**src/rtl/ppmd_pkg.sv**
```systemverilog
package ppmd_pkg;

	// Width of the dimension accumulators and position counters (8 to 16)
	localparam int DIM_BITS = 16;
	// Width of the dimension and position fields of a result word
	localparam int OUT_DIM_W = 16;

	localparam logic [DIM_BITS-1:0] DIM_MAX = '1;

	localparam logic [7:0] CH_P        = 8'h50;
	localparam logic [7:0] CH_SIX      = 8'h36;
	localparam logic [7:0] CH_HASH     = 8'h23;
	localparam logic [7:0] CH_LF       = 8'h0A;
	localparam logic [7:0] CH_SPACE    = 8'h20;
	localparam logic [7:0] CH_ZERO     = 8'h30;
	localparam logic [7:0] CH_NINE     = 8'h39;
	localparam logic [7:0] ALPHA_RESET = 8'hFF;

	localparam logic [1:0] MAGIC_LAST_IDX = 2'd2;

	typedef enum logic [2:0] {
		PH_MAGIC   = 3'd0,
		PH_FIRST   = 3'd1,
		PH_COMMENT = 3'd2,
		PH_WIDTH   = 3'd3,
		PH_HEIGHT  = 3'd4,
		PH_MAXVAL  = 3'd5,
		PH_PIXELS  = 3'd6
	} phase_t;

	typedef enum logic [1:0] {
		KIND_PIXEL     = 2'd0,
		KIND_HEADER    = 2'd1,
		KIND_BAD_MAGIC = 2'd2
	} kind_t;

	typedef struct packed {
		kind_t                 kind;
		logic [7:0]            red;
		logic [7:0]            green;
		logic [7:0]            blue;
		logic [7:0]            alpha;
		logic [OUT_DIM_W-1:0]  column;
		logic [OUT_DIM_W-1:0]  row;
		logic [OUT_DIM_W-1:0]  width;
		logic [OUT_DIM_W-1:0]  height;
		logic                  last;
	} result_t;

endpackage

```
**src/rtl/ppm_p6_stream_decoder_core.sv**
```systemverilog
// Each result word is registered into an output register backed by a skid stage;
// it goes into the skid stage while the output is stalled. One byte per cycle while
// in_stall is low; the parser updates its state in the same cycle a byte is accepted.
// in_stall rises only while the skid stage holds a word.
// Reset (arst_n low): parser back to the magic check, counters cleared,
// alpha register set to 255, output and skid stages empty.
module ppm_p6_stream_decoder_core (
	input  logic                            clk,
	input  logic                            arst_n,
	input  logic                            in_valid,
	output logic                            in_stall,
	input  logic [7:0]                      data_byte,
	input  logic                            cfg_wr_en,
	input  logic [7:0]                      cfg_wr_data,
	output logic                            out_valid,
	input  logic                            out_stall,
	output logic [1:0]                      result_kind,
	output logic [7:0]                      red,
	output logic [7:0]                      green,
	output logic [7:0]                      blue,
	output logic [7:0]                      alpha,
	output logic [ppmd_pkg::OUT_DIM_W-1:0]  column,
	output logic [ppmd_pkg::OUT_DIM_W-1:0]  row,
	output logic [ppmd_pkg::OUT_DIM_W-1:0]  image_width,
	output logic [ppmd_pkg::OUT_DIM_W-1:0]  image_height,
	output logic                            last_pixel
);
	import ppmd_pkg::*;

	logic    take;
	logic    pop;
	logic    new_v;
	result_t res;
	logic    res_valid;
	result_t out_q;
	logic    out_v_q;
	result_t skid_q;
	logic    skid_v_q;

	assign in_stall = skid_v_q;
	assign take     = in_valid && !skid_v_q;
	assign pop      = out_v_q && !out_stall;
	assign new_v    = take && res_valid;

	ppmd_parser u_parser (
		.clk         (clk),
		.arst_n      (arst_n),
		.take        (take),
		.data_byte   (data_byte),
		.cfg_wr_en   (cfg_wr_en),
		.cfg_wr_data (cfg_wr_data),
		.res         (res),
		.res_valid   (res_valid)
	);

	always_ff @(posedge clk or negedge arst_n) begin
		if (!arst_n) begin
			out_v_q  <= 1'b0;
			skid_v_q <= 1'b0;
		end else if (skid_v_q) begin
			// no byte is taken while the skid stage is full
			if (pop) begin
				out_v_q  <= 1'b1;
				skid_v_q <= 1'b0;
			end
		end else if (!out_v_q || pop) begin
			out_v_q <= new_v;
		end else if (new_v) begin
			skid_v_q <= 1'b1;
		end
	end

	always_ff @(posedge clk) begin
		if (skid_v_q) begin
			if (pop)
				out_q <= skid_q;
		end else if (!out_v_q || pop) begin
			if (new_v)
				out_q <= res;
		end else if (new_v) begin
			skid_q <= res;
		end
	end

	assign out_valid    = out_v_q;
	assign result_kind  = out_q.kind;
	assign red          = out_q.red;
	assign green        = out_q.green;
	assign blue         = out_q.blue;
	assign alpha        = out_q.alpha;
	assign column       = out_q.column;
	assign row          = out_q.row;
	assign image_width  = out_q.width;
	assign image_height = out_q.height;
	assign last_pixel   = out_q.last;

	a_skid_behind_out: assert property (@(posedge clk) disable iff (!arst_n)
		skid_v_q |-> out_v_q)
		else $error("skid stage full with output stage empty");

	a_pixel_in_frame: assert property (@(posedge clk) disable iff (!arst_n)
		(out_v_q && out_q.kind == KIND_PIXEL)
		|-> (out_q.column < out_q.width && out_q.row < out_q.height))
		else $error("pixel position outside the parsed frame");

	a_last_at_corner: assert property (@(posedge clk) disable iff (!arst_n)
		(out_v_q && out_q.kind == KIND_PIXEL && out_q.last)
		|-> (out_q.column == out_q.width - 1'b1 && out_q.row == out_q.height - 1'b1))
		else $error("last pixel flagged away from the final position");

	a_stall_holds_skid: assert property (@(posedge clk) disable iff (!arst_n)
		(skid_v_q && out_stall) |=> (skid_v_q && $stable(skid_q)))
		else $error("skid word lost while the output is stalled");

endmodule

```
**src/rtl/ppmd_parser.sv**
```systemverilog
module ppmd_parser (
	input  logic                   clk,
	input  logic                   arst_n,
	input  logic                   take,
	input  logic [7:0]             data_byte,
	input  logic                   cfg_wr_en,
	input  logic [7:0]             cfg_wr_data,
	output ppmd_pkg::result_t      res,
	output logic                   res_valid
);
	import ppmd_pkg::*;

	typedef struct packed {
		logic                closed;
		logic [DIM_BITS-1:0] acc;
	} num_t;

	// One decimal digit into an accumulator; a non-digit closes the number
	function automatic num_t add_digit(input logic [DIM_BITS-1:0] acc, input logic [7:0] b,
			input logic closed);
		num_t                r;
		logic [DIM_BITS+3:0] v;
		r.closed = closed;
		r.acc    = acc;
		v        = '0;
		if (!closed) begin
			if (b < CH_ZERO || b > CH_NINE) begin
				r.closed = 1'b1;
			end else begin
				v = ({4'b0000, acc} << 3) + ({4'b0000, acc} << 1)
					+ (DIM_BITS+4)'(b - CH_ZERO);
				r.acc = (v > (DIM_BITS+4)'(DIM_MAX)) ? DIM_MAX : v[DIM_BITS-1:0];
			end
		end
		return r;
	endfunction

	phase_t              phase_q, phase_n;
	logic [1:0]          mi_q, mi_n;
	logic                mm_q, mm_n;
	logic [DIM_BITS-1:0] w_q, w_n;
	logic [DIM_BITS-1:0] h_q, h_n;
	logic [1:0]          bip_q, bip_n;
	logic [7:0]          red_q, red_n;
	logic [7:0]          green_q, green_n;
	logic [DIM_BITS-1:0] col_q, col_n;
	logic [DIM_BITS-1:0] row_q, row_n;
	logic                closed_q, closed_n;
	logic [7:0]          alpha_q;

	logic [1:0]          mi_eff;
	logic                mm_eff;
	logic                mm_hit;
	logic                magic_end;
	logic                col_end;
	logic                row_end;
	logic                last;
	num_t                w_dig;
	num_t                h_dig;

	// an unused phase code restarts the magic check at index 0
	assign mi_eff    = (phase_q == PH_MAGIC) ? mi_q : 2'd0;
	assign mm_eff    = (phase_q == PH_MAGIC) ? mm_q : 1'b0;
	assign mm_hit    = mm_eff || (mi_eff == 2'd0 && data_byte != CH_P)
		|| (mi_eff == 2'd1 && data_byte != CH_SIX);
	assign magic_end = (mi_eff >= MAGIC_LAST_IDX);

	assign col_end = ({1'b0, col_q} + 1'b1) >= {1'b0, w_q};
	assign row_end = ({1'b0, row_q} + 1'b1) >= {1'b0, h_q};
	assign last    = col_end && row_end;

	assign w_dig = add_digit(w_q, data_byte, closed_q);
	assign h_dig = add_digit(h_q, data_byte, closed_q);

	always_comb begin
		phase_n  = phase_q;
		mi_n     = mi_q;
		mm_n     = mm_q;
		w_n      = w_q;
		h_n      = h_q;
		bip_n    = bip_q;
		red_n    = red_q;
		green_n  = green_q;
		col_n    = col_q;
		row_n    = row_q;
		closed_n = closed_q;
		case (phase_q)
			PH_FIRST: begin
				if (data_byte == CH_HASH) begin
					phase_n = PH_COMMENT;
				end else begin
					w_n      = w_dig.acc;
					closed_n = w_dig.closed;
					phase_n  = PH_WIDTH;
				end
			end
			PH_COMMENT: begin
				if (data_byte == CH_LF)
					phase_n = PH_FIRST;
			end
			PH_WIDTH: begin
				if (data_byte == CH_SPACE) begin
					closed_n = 1'b0;
					phase_n  = PH_HEIGHT;
				end else begin
					w_n      = w_dig.acc;
					closed_n = w_dig.closed;
				end
			end
			PH_HEIGHT: begin
				if (data_byte == CH_LF) begin
					closed_n = 1'b0;
					phase_n  = PH_MAXVAL;
				end else begin
					h_n      = h_dig.acc;
					closed_n = h_dig.closed;
				end
			end
			PH_MAXVAL: begin
				if (data_byte == CH_LF) begin
					col_n   = '0;
					row_n   = '0;
					bip_n   = 2'd0;
					mi_n    = 2'd0;
					mm_n    = 1'b0;
					phase_n = (w_q == '0 || h_q == '0) ? PH_MAGIC : PH_PIXELS;
				end
			end
			PH_PIXELS: begin
				if (bip_q == 2'd0) begin
					red_n = data_byte;
					bip_n = 2'd1;
				end else if (bip_q == 2'd1) begin
					green_n = data_byte;
					bip_n   = 2'd2;
				end else begin
					bip_n = 2'd0;
					if (last) begin
						phase_n = PH_MAGIC;
						mi_n    = 2'd0;
						mm_n    = 1'b0;
						col_n   = '0;
						row_n   = '0;
					end else if (col_end) begin
						col_n = '0;
						row_n = row_q + 1'b1;
					end else begin
						col_n = col_q + 1'b1;
					end
				end
			end
			default: begin
				phase_n = PH_MAGIC;
				if (!magic_end) begin
					mi_n = mi_eff + 2'd1;
					mm_n = mm_hit;
				end else begin
					mi_n = 2'd0;
					mm_n = 1'b0;
					if (!mm_hit) begin
						w_n      = '0;
						h_n      = '0;
						closed_n = 1'b0;
						phase_n  = PH_FIRST;
					end
				end
			end
		endcase
	end

	always_comb begin
		res       = '0;
		res_valid = 1'b0;
		case (phase_q)
			PH_FIRST, PH_COMMENT, PH_WIDTH, PH_HEIGHT: begin
				res_valid = 1'b0;
			end
			PH_MAXVAL: begin
				if (data_byte == CH_LF) begin
					res_valid  = 1'b1;
					res.kind   = KIND_HEADER;
					res.width  = OUT_DIM_W'(w_q);
					res.height = OUT_DIM_W'(h_q);
				end
			end
			PH_PIXELS: begin
				if (bip_q[1]) begin
					res_valid  = 1'b1;
					res.kind   = KIND_PIXEL;
					res.red    = red_q;
					res.green  = green_q;
					res.blue   = data_byte;
					res.alpha  = alpha_q;
					res.column = OUT_DIM_W'(col_q);
					res.row    = OUT_DIM_W'(row_q);
					res.width  = OUT_DIM_W'(w_q);
					res.height = OUT_DIM_W'(h_q);
					res.last   = last;
				end
			end
			default: begin
				if (magic_end && mm_hit) begin
					res_valid = 1'b1;
					res.kind  = KIND_BAD_MAGIC;
				end
			end
		endcase
	end

	always_ff @(posedge clk or negedge arst_n) begin
		if (!arst_n) begin
			phase_q  <= PH_MAGIC;
			mi_q     <= 2'd0;
			mm_q     <= 1'b0;
			w_q      <= '0;
			h_q      <= '0;
			bip_q    <= 2'd0;
			red_q    <= 8'd0;
			green_q  <= 8'd0;
			col_q    <= '0;
			row_q    <= '0;
			closed_q <= 1'b0;
		end else if (take) begin
			phase_q  <= phase_n;
			mi_q     <= mi_n;
			mm_q     <= mm_n;
			w_q      <= w_n;
			h_q      <= h_n;
			bip_q    <= bip_n;
			red_q    <= red_n;
			green_q  <= green_n;
			col_q    <= col_n;
			row_q    <= row_n;
			closed_q <= closed_n;
		end
	end

	always_ff @(posedge clk or negedge arst_n) begin
		if (!arst_n) begin
			alpha_q <= ALPHA_RESET;
		end else if (cfg_wr_en) begin
			alpha_q <= cfg_wr_data;
		end
	end

endmodule

```
**config.mk**
```make
export PLATFORM = sky130hd
export DESIGN_NAME = ppm_p6_stream_decoder_core
export DESIGN_NICKNAME = d
export VERILOG_FILES = /design/src/rtl/ppmd_pkg.sv /design/src/rtl/ppm_p6_stream_decoder_core.sv /design/src/rtl/ppmd_parser.sv
export SDC_FILE = /design/constraint.sdc
export NUM_CORES = 1
export LEC_CHECK = 0
export BUFFER_PORTS_ARGS = -buffer_cell sky130_fd_sc_hd__buf_2
export CAP_MARGIN = 20
export CELL_PAD_IN_SITES_DETAIL_PLACEMENT = 0
export CELL_PAD_IN_SITES_GLOBAL_PLACEMENT = 1
export CORE_MARGIN = 8
export CORE_UTILIZATION = 35
export CTS_CLUSTER_DIAMETER = 200
export DETAILED_ROUTE_END_ITERATION = 6
export PLACE_DENSITY_LB_ADDON = 0.1
export SYNTH_ARGS = -nofsm -noshare
export SYNTH_HDL_FRONTEND = slang
export SYNTH_SLANG_ARGS = --single-unit
```
**constraint.sdc**
```tcl
create_clock -name clk -period 18.65 [get_ports clk]
set_clock_uncertainty 0.05 [all_clocks]
set_input_delay 3.73 -clock clk [delete_from_list [all_inputs] [get_ports clk]]
set_output_delay 3.73 -clock clk [all_outputs]
set_load 0.005 [all_outputs]
```
; ---- After elaboration in Yosys (flattened, before gate mapping)
; Cells that the tools add are included.
[totals]
regBits = 297
wordCells = 214
[classes]
reduce_logical = 43
add_sub_neg = 10
n_eq_ne = 30
n_lt_le_gt_ge = 7
n_mux = 83
bitwise = 7
[ops]
columns = op, n
row1 = $mux W99, 4
row2 = $mux W16, 18
row3 = $mux W97, 1
row4 = $pmux W16 S2, 3
row5 = $mux W64, 1
row6 = $pmux W32 S2, 1
row7 = $pmux W16 S3, 1
row8 = $add A19 B17 Y20, 2
row9 = $add A20 B20 Y20, 2
row10 = $gt A20 B16 Y1 const B, 2
row11 = $add A16 B1 Y17 const B, 2
row12 = $ge A17 B16 Y1, 2
row13 = $mux W17, 2
row14 = $add A16 B1 Y16 const B, 2
row15 = $logic_not A16 Y1, 2
row16 = $mux W32, 1
row17 = $mux W3, 9
row18 = $mux W1, 26
row19 = $mux W2, 9
row20 = $ne A2 B2 Y1 const B, 9
row21 = $pmux W3 S6, 1
row22 = $reduce_and A6 Y1, 3
row23 = $eq A8 B6 Y1 const B, 2
row24 = $pmux W2 S3, 2
row25 = other kinds (37), 73

; ---- Logic depth before layout (Yosys ltp)
; Gate-level depths: netlist of run 1.
[depth]
ltp_word = 13
depth_mapped = 16

; ---- Modules after synthesis
; A second synthesis of run 1 with hierarchy kept.
[hier_totals]
cells_unflattened = 1291
area_unflattened_um2 = 16343.2
[by_module_without_submodules]
columns = module, cells_per_inst, instances, area_each_um2, seq_area_each_um2
row1 = ppmd_parser, 971, 1, 8732.1, 2437.3
row2 = ppm_p6_stream_decoder_core, 320, 1, 7611.0, 5995.8

; ---- Least setup slack after synthesis of run 1
; OpenSTA, ideal clock, no wires.
[synth_path]
path_kind = input to register
from = input port data_byte[7]
to = register out_q (netlist bit alpha[0]) (enable)
arrival_time_ps = 9926
path_buffers = 2
path_slack_ps = 8084
required_time_ps = 18010
stages = 9
setup_ps = 590
path_cell_list = buf_2 -> nor4b_2 -> and4b_1 -> and3_1 -> clkbuf_1 -> a21oi_1 -> a21oi_1 -> a21oi_1 -> a21oi_1
[synth_via]
elab_chain_len = 10
[synth_lines]
columns = item, line
row1 = start: declaration, ppm_p6_stream_decoder_core.sv:12  ; input logic [7:0] data_byte,
row2 = $ne A8 B7 Y1, ppmd_parser.sv:64  ; assign mm_hit = mm_eff || (mi_eff == 2'd0 && data_byte != CH_P)
row3 = $logic_and A1 B1 Y1, ppmd_parser.sv:64
row4 = $logic_or A1 B1 Y1, ppmd_parser.sv:64
row5 = $logic_or A1 B1 Y1, ppmd_parser.sv:65  ; || (mi_eff == 2'd1 && data_byte != CH_SIX);
row6 = $logic_and A1 B1 Y1, ppmd_parser.sv:202  ; if (magic_end && mm_hit) begin
row7 = $mux W1, ppmd_parser.sv:202
row8 = $pmux W1 S3 (*), ppmd_parser.sv:174  ; case (phase_q)
row9 = $logic_and A1 B1 Y1 (*), ppm_p6_stream_decoder_core.sv:43  ; assign new_v = take && res_valid;
row10 = $reduce_bool A2 Y1 (no line) (*), --
row11 = $reduce_and A3 Y1 (no line) (*), --
row12 = end signal: assignment, ppm_p6_stream_decoder_core.sv:76  ; out_q <= skid_q;
row13 = end signal: assignment, ppm_p6_stream_decoder_core.sv:79  ; out_q <= res;
row14 = end: declaration, ppm_p6_stream_decoder_core.sv:35  ; result_t out_q;
; Every way passes the cells marked *; elsewhere a longest branch is shown, timed or not.
; A chain may end at the register's enable or synchronous reset.

; ---- Worst setup path after layout of run 1
[layout_path]
from = input port data_byte[4]
to = register u_parser.h_q[3]
[layout_via]
elab_chain_len = 8
[layout_lines]
columns = item, line
row1 = $sub A8 B6 Y9, ppmd_parser.sv:31  ; + (DIM_BITS+4)'(b - CH_ZERO);
row2 = $add A20 B20 Y20, ppmd_parser.sv:31
row3 = $gt A20 B16 Y1, ppmd_parser.sv:32  ; r.acc = (v > (DIM_BITS+4)'(DIM_MAX)) ? DIM_MAX : v[DIM_BITS-1:0];
row4 = $mux W16, ppmd_parser.sv:32
row5 = $mux W16, ppmd_parser.sv:27  ; if (b < CH_ZERO || b > CH_NINE) begin
row6 = $mux W17, ppmd_parser.sv:26  ; if (!closed) begin
row7 = $mux W16, ppmd_parser.sv:111  ; if (data_byte == CH_LF) begin
row8 = $pmux W16 S2, ppmd_parser.sv:87  ; case (phase_q)
row9 = end signal: assignment, ppmd_parser.sv:228  ; h_q <= h_n;
row10 = end: declaration, ppmd_parser.sv:42  ; logic [DIM_BITS-1:0] h_q, h_n;
; Parallel ways exist; a longest one is shown, timed or not. The select of a mux whose other input is x is not followed.

==> flow_summary_export.csv, run 1 <==
group,metric,value,unit
critical_path,cp.buffers_inverters,2,
clock_tree,insertion_delay,0.52,ns
global_route,track_usage,15.42,%
yosys,netlist_instances,1334,
critical_path,required,18.99,ns
timing,slew-limit-headroom,36.35,%
critical_path,worstSetupPathType,"primary input to flip-flop",
final_layout,nNetsFinal,1571,
yosys,synth_ff_type,"edfxtp_1",
pwr,p_switching,0.8370,mW
yosys,synth.largest_area_cell,"edfxtp_1",
place,dp.cells,2001,
clock_tree,cts-root-buf,"clkbuf_16",
clock_tree,cts_tree,"done",
global_route,antenna_found_initial,0,
pwr,seq_power_share,37.9,%
die,initial_core_util,35.10,%
clock_tree,post_cts_buffers,0,
die,core,44990,sq um
flow_run,drv_cap,0,
clock_tree,path_clk_slew,0.06,ns
critical_path,cp-start-kind,"primary input",
timing,rsz0062_at_grt,"false",
timing,setup_tns,0,ns
timing,setup_ws,11.14,ns
global_route,grt_max_degree,76,
yosys,yosysWarnings,0,
clock_tree,htree_levels,2,
yosys,yosys-top-cells-count,"198 x edfxtp_1, 97 x nand2_1, 91 x dfrtp_1, 82 x inv_1, 81 x mux2_2",
place,hpwl,28320,microns
yosys,synth_top_area_share,37.65,%
die,dieArea,52180,sq um
pwr,p_leak,7.507,nW
final_layout,register_area,8437,sq um
pwr,power_switching_share,35.07,%
drt,num_vias,10610,
global_route,grt_pass1_vias,10800,
yosys,yosysMostFrequentCell,"edfxtp_1",
drt,wl,40610,microns
final_layout,diodes,0,
drt,route.detailed.drc,0,
die,std_cell_rows,78,
yosys,ys_ff_latch,297,
pwr,comb_power_share,33.7,%
timing,hold_violations,0,
yosys,synth_area_leaders,"edfxtp_1 38%, dfrtp_1 14%, ha_1 6.3%",
yosys,syn_nets,1465,
place,io_buffer_count,121,
drt,dr.pass1.iters,5,
hold_path,min_path_type,"flip-flop to flip-flop",
timing,setup_viol_count_final,0,
drt,post_drt_wl_per_cell,19.65,microns
pwr,p_int,1.550,mW
clock_tree,clkSinkCount,297,
place,place_congestion,0.7806,
outcome,status,"finished clean",
die,die_w,228.4,microns
critical_path,end_kind,"flip-flop",
final_layout,syn_to_final_growth,15.35,%
pwr,pwr_density_cell,131.0,nW/um^2
final_layout,final_util,40.49,%
pwr,vdd_drop_max,0.00006665,V
final_layout,drive_gt1_share,20.52,%
place,place_area,17040,sq um
critical_path,crit_chain,"buf_2 > ha_1 > xor2_1 > fa_1 > inv_1 > ha_1 > a21oi_2 > nor4b_1 > a22oi_1 > a31oi_1 > o21ai_0 > xnor2_1 > o41a_1 > a221o_1",
clock_tree,cts_made_buffers,36,
yosys,ys_seq_area_share,53.40,%
global_route,gr-total-overflow,0,
yosys,synth_edf_count,198,
timing,holdWs,0.4384,ns
pwr,power,2.387,mW
yosys,syn_area_per_cell,11.84,sq um
timing,slew_violations,0,
yosys,ys_async_sr_fraction,33.33,%
final_layout,fin_area,18220,sq um
clock_tree,postCtsHoldBufs,0,
final_layout,multiInputGateArea,6813,sq um
critical_path,path_delay_family,"compound AO/OA/AOI/OAI gates",
global_route,grt_pass1_wl,64980,microns
die,fp.dieH,228.4,microns
final_layout,nFillCells,4326,
critical_path,cp_max_fo,16,
die,io_pins,122,
clock_tree,ctsResizeCount,0,
timing,period_needed,7.515,ns
drt,viasPerCell,5.131,
place,dp_slack,10.56,ns
drt,ant_nets,0,
pwr,clockPowerShare,28.4,%
critical_path,crit_path_frequent_cell,"ha_1",
timing,worst_slew_pin_slew,0.9496,ns
critical_path,slowest_stage,"o41a_1",
drt,drtIter0Drc,736,
yosys,netlist_area,15790,sq um
clock_tree,cts.path.max_buffers,3,
timing,fin_crit_sh,40.29,%
critical_path,critPathArrivalTime,7.86,ns
timing,max_freq,133.1,MHz
yosys,yosysUniqueCellTypes,78,
critical_path,cpPeakStageDelay,0.61,ns
final_layout,final-instance-count-excl-fill,2067,
[cell families after synthesis]
logic type      after synthesis  synth area share (%)
xor+xnor                     58                 3.217
mux                          84                 5.966
flops                       297                 53.40
fa+ha+maj                   110                 10.14
compound gates              284                 12.40
buf+inv                     153                 3.740
simple gates                348                 11.14
[worst min-delay path, delay by kind of cell (launching register included)]
family | cells | cell delay [ns]
compound gates | 1 | 0.06
flops | 1 | 0.34
simple gates | 1 | 0.05
[worst paths after layout]
| path | from | cells after the start | slack [ns] | endpoint |
|---|---|---|---|---|
| min in group asynchronous | arst_n | 1 | 3.18 | u_parser.h_q[9]$_DFFE_PN0P_ |
| worst max-delay path | data_byte[4] | 14 | 11.14 | u_parser.h_q[3]$_DFFE_PN0P_ |
| max in group asynchronous | arst_n | 2 | 14.13 | u_parser.col_q[2]$_DFFE_PN0P_ |
| worst min-delay path | u_parser.green_q[4]$_DFFE_PN0P_ | 2 | 0.44 | u_parser.green_q[4]$_DFFE_PN0P_ |
| worst max register to register | u_parser.row_q[0]$_DFFE_PN0P_ | 14 | 14.24 | u_parser.mm_q$_DFFE_PN0P_ |
| worst min register to register | u_parser.green_q[4]$_DFFE_PN0P_ | 2 | 0.44 | u_parser.green_q[4]$_DFFE_PN0P_ |
[routing by layer]
layer  track usage [%]  part of all wire (%)  routed length, microns
met3             2.581                   3.7                    1487
met5                 0                     0                       0
met1             22.15                    50                   20190
met2             24.06                    45                   18240
met4             3.629                   1.7                     702
[sequential cells by signal, indices dropped and copies added, names as in the netlist, 16 cells and up]
name            flops
u_parser.h_q       16
u_parser.w_q       16
image_height       16
skid_q             99
image_width        16
u_parser.row_q     16
column             16
u_parser.col_q     16
row                16
[power by group through the flow]
stage / Sequential, mW / Clock, mW / Combinational, mW
floorplan: 0.886 / 0 / 0.602
global placement: 0.918 / 0 / 0.812
detailed placement: 0.917 / 0 / 0.815
CTS: 0.905 / 0.700 / 0.819
global route: 0.920 / 0.723 / 0.905
finish: 0.904 / 0.678 / 0.804
[layout by cell type (no fill, tap or decap), types with 10 or more instances in the layout]
cell type	count
dfrtp_1	90
o31ai_1	42
a21o_1	17
nand3_1	32
a21oi_1	66
o21ai_0	39
a31oi_1	24
nor2_1	73
and3_1	72
fa_1	30
mux2_2	81
inv_1	82
nor2b_1	11
nand2_1	97
xnor2_1	40
ha_1	80
nand4_1	10
edfxtp_1	198
buf_4	17
clkbuf_16	36
xor2_1	18
a221o_1	16
buf_2	120
a22o_1	15
[area by class of cell]
cell class	instances	area share, %
Sequential cell	297	46.32
Multi-Input combinational cell	884	37.40
Clock buffer	50	5.564
Timing Repair Buffer	138	4.149
Tap cell	600	4.121
Inverter	83	1.710
Clock inverter	15	0.7418
Note: power is estimated with default switching activity, not from simulation.
==> run 2, diff against run 1 <==
- clock period: 18.65 -> 7.71 ns (I/O delays scaled with it)
==> run 2 against run 1 <==
Design area barely moved. Register-to-register slack worse by 11 ns. Die area unchanged. Core utilization is essentially flat. Wire length is 0.84% higher. Flip-flop and latch count is the same. Highest routed layer unchanged.
==> flow_summary_export.csv, run 2 (same netlist as run 1, synthesis figures left out) <==
group,metric,value,unit
timing,fin_crit_sh,69.05,%
drt,ant_nets,0,
timing,rsz0062_at_grt,"false",
clock_tree,cts_tree,"done",
timing,max_freq,187.8,MHz
timing,hold_violations,0,
drt,drtIter0Drc,632,
die,fp.dieH,228.4,microns
timing,setup_viol_count_final,0,
hold_path,hold_end,"u_parser.green_q[5]$_DFFE_PN0P_",
die,die_w,228.4,microns
critical_path,cp-start-kind,"primary input",
drt,dr.pass1.iters,5,
hold_path,hold_depth,2,
flow_run,drv_cap,0,
die,core,44990,sq um
critical_path,worstSetupPathType,"primary input to flip-flop",
global_route,grt_pass1_wl,65070,microns
final_layout,nNetsFinal,1570,
timing,slew_violations,0,
global_route,gr-total-overflow,0,
clock_tree,path_clk_slew,0.06,ns
critical_path,end_kind,"flip-flop",
pwr,power,5.787,mW
critical_path,cp_max_fo,16,
critical_path,reg2reg_slack,3.43,ns
critical_path,crit_path_frequent_cell,"ha_1",
final_layout,largest_reg_flops,99,
clock_tree,cts.path.max_buffers,3,
drt,route.detailed.drc,0,
clock_tree,ctsResizeCount,0,
clock_tree,postCtsHoldBufs,0,
final_layout,layout_commonest_cell,"edfxtp_1",
die,io_pins,122,
timing,worst_slew_pin_slew,0.9491,ns
final_layout,layout_common_cells,"198 x edfxtp_1, 120 x buf_2, 97 x nand2_1",
critical_path,crit_chain,"buf_2 > ha_1 > xor2_1 > fa_1 > inv_1 > ha_1 > a21oi_2 > nor4b_1 > a22oi_1 > a31oi_1 > o21ai_0 > xnor2_1 > o41a_1 > a221o_1",
die,std_cell_rows,78,
global_route,grtUsageMet3,3.016,%
global_route,grtUsageMet1,21.73,%
die,dieArea,52180,sq um
drt,post_drt_wl_per_cell,19.82,microns
drt,num_vias,10590,
clock_tree,htree_levels,2,
final_layout,diodes,0,
clock_tree,insertion_delay,0.53,ns
hold_path,min_from,"u_parser.green_q[5]$_DFFE_PN0P_",
outcome,status,"finished clean",
drt,viasPerCell,5.128,
clock_tree,cts_made_buffers,36,
timing,setup_tns,0,ns
pwr,vdd_drop_max,0.0001654,V
critical_path,slowest_stage,"o41a_1",
global_route,track_usage,15.48,%
critical_path,rr_startpoint,"u_parser.row_q[0]$_DFFE_PN0P_",
global_route,antenna_found_initial,0,
clock_tree,post_cts_buffers,0,
final_layout,final_util,40.46,%
pwr,p_leak,7.470,nW
final_layout,drive_gt1_share,20.19,%
pwr,pwr_density_cell,317.9,nW/um^2
place,io_buffer_count,121,
final_layout,syn_to_final_growth,15.25,%
place,place_congestion,0.7934,
global_route,top_usage_layer,"met2",
final_layout,largest-register,"skid_q",
place,hpwl,28860,microns
critical_path,cpPeakStageDelay,0.60,ns
global_route,grt_pass1_vias,10920,
timing,period_needed,5.324,ns
critical_path,critPathArrivalTime,5.68,ns
critical_path,ff2ff_path_depth,14,
critical_path,timing.rr.end,"u_parser.mm_q$_DFFE_PN0P_",
clock_tree,cts-root-buf,"clkbuf_16",
clock_tree,clkSinkCount,297,
drt,wl,40960,microns
global_route,grt_util_met2,24.63,%
timing,slew-limit-headroom,36.38,%
critical_path,required,8.07,ns
global_route,grt_max_degree,84,
hold_path,min_path_type,"flip-flop to flip-flop",
die,initial_core_util,35.10,%
## run 2: worst max-delay path by stage
stage,startpoint,endpoint
floorplan,data_byte[4],u_parser.h_q[10]$_DFFE_PN0P_
global placement,data_byte[4],u_parser.w_q[3]$_DFFE_PN0P_
detailed placement,data_byte[4],u_parser.h_q[13]$_DFFE_PN0P_
CTS,data_byte[4],u_parser.h_q[6]$_DFFE_PN0P_
global route,data_byte[4],u_parser.h_q[8]$_DFFE_PN0P_
finish,data_byte[4],u_parser.h_q[6]$_DFFE_PN0P_
## run 2: area by class of cell
type | count | area (sq um)
Clock inverter | 16 | 178.9
Tap cell | 600 | 750.7
Multi-Input combinational cell | 884 | 6813
Sequential cell | 297 | 8437
Fill cell | 4370 | 26790
Inverter | 83 | 311.5
Clock buffer | 49 | 969.7
Timing Repair Buffer | 137 | 740.7
## run 2: routing by layer
| metal | share of wire, % | routed length, microns |
|---|---|---|
| met1 | 49 | 20100 |
| met2 | 46 | 18640 |
| met3 | 3.9 | 1598 |
| met4 | 1.5 | 619 |
| met5 | 0 | 0 |
## run 2: metrics by stage
step	instance area [sq um]	cells	hold WS (ns)	worst slack, ns
5_1_grt	18200	2066	0.4585	2.086
6_report	18200	2066	0.4297	2.386
3_3_place_gp	17050	2000	0.4237	1.836
3_5_place_dp	17050	2001	0.4199	1.796
4_1_cts	18200	2066	0.4346	2.360
2_1_floorplan	15800	1334	0.3923	0.9924
## run 2: worst max-delay path: cells and delay by family
kind | cells | cell delay, ns
XOR/XNOR | 2 | 0.58
adder cells (fa/ha/maj) | 3 | 1.08
AO/OA/AOI/OAI | 6 | 1.85
AND/OR/NAND/NOR | 1 | 0.36
buffers and inverters | 2 | 0.26
## run 2: power breakdown
group          internal [mW]  switching [mW]  total [mW]  leakage, nW
registers               1.98           0.207        2.19         3.05
logic                  0.783            1.16        1.94         3.87
clock network          0.989           0.669        1.66        0.546
total                   3.75            2.04        5.79         7.47
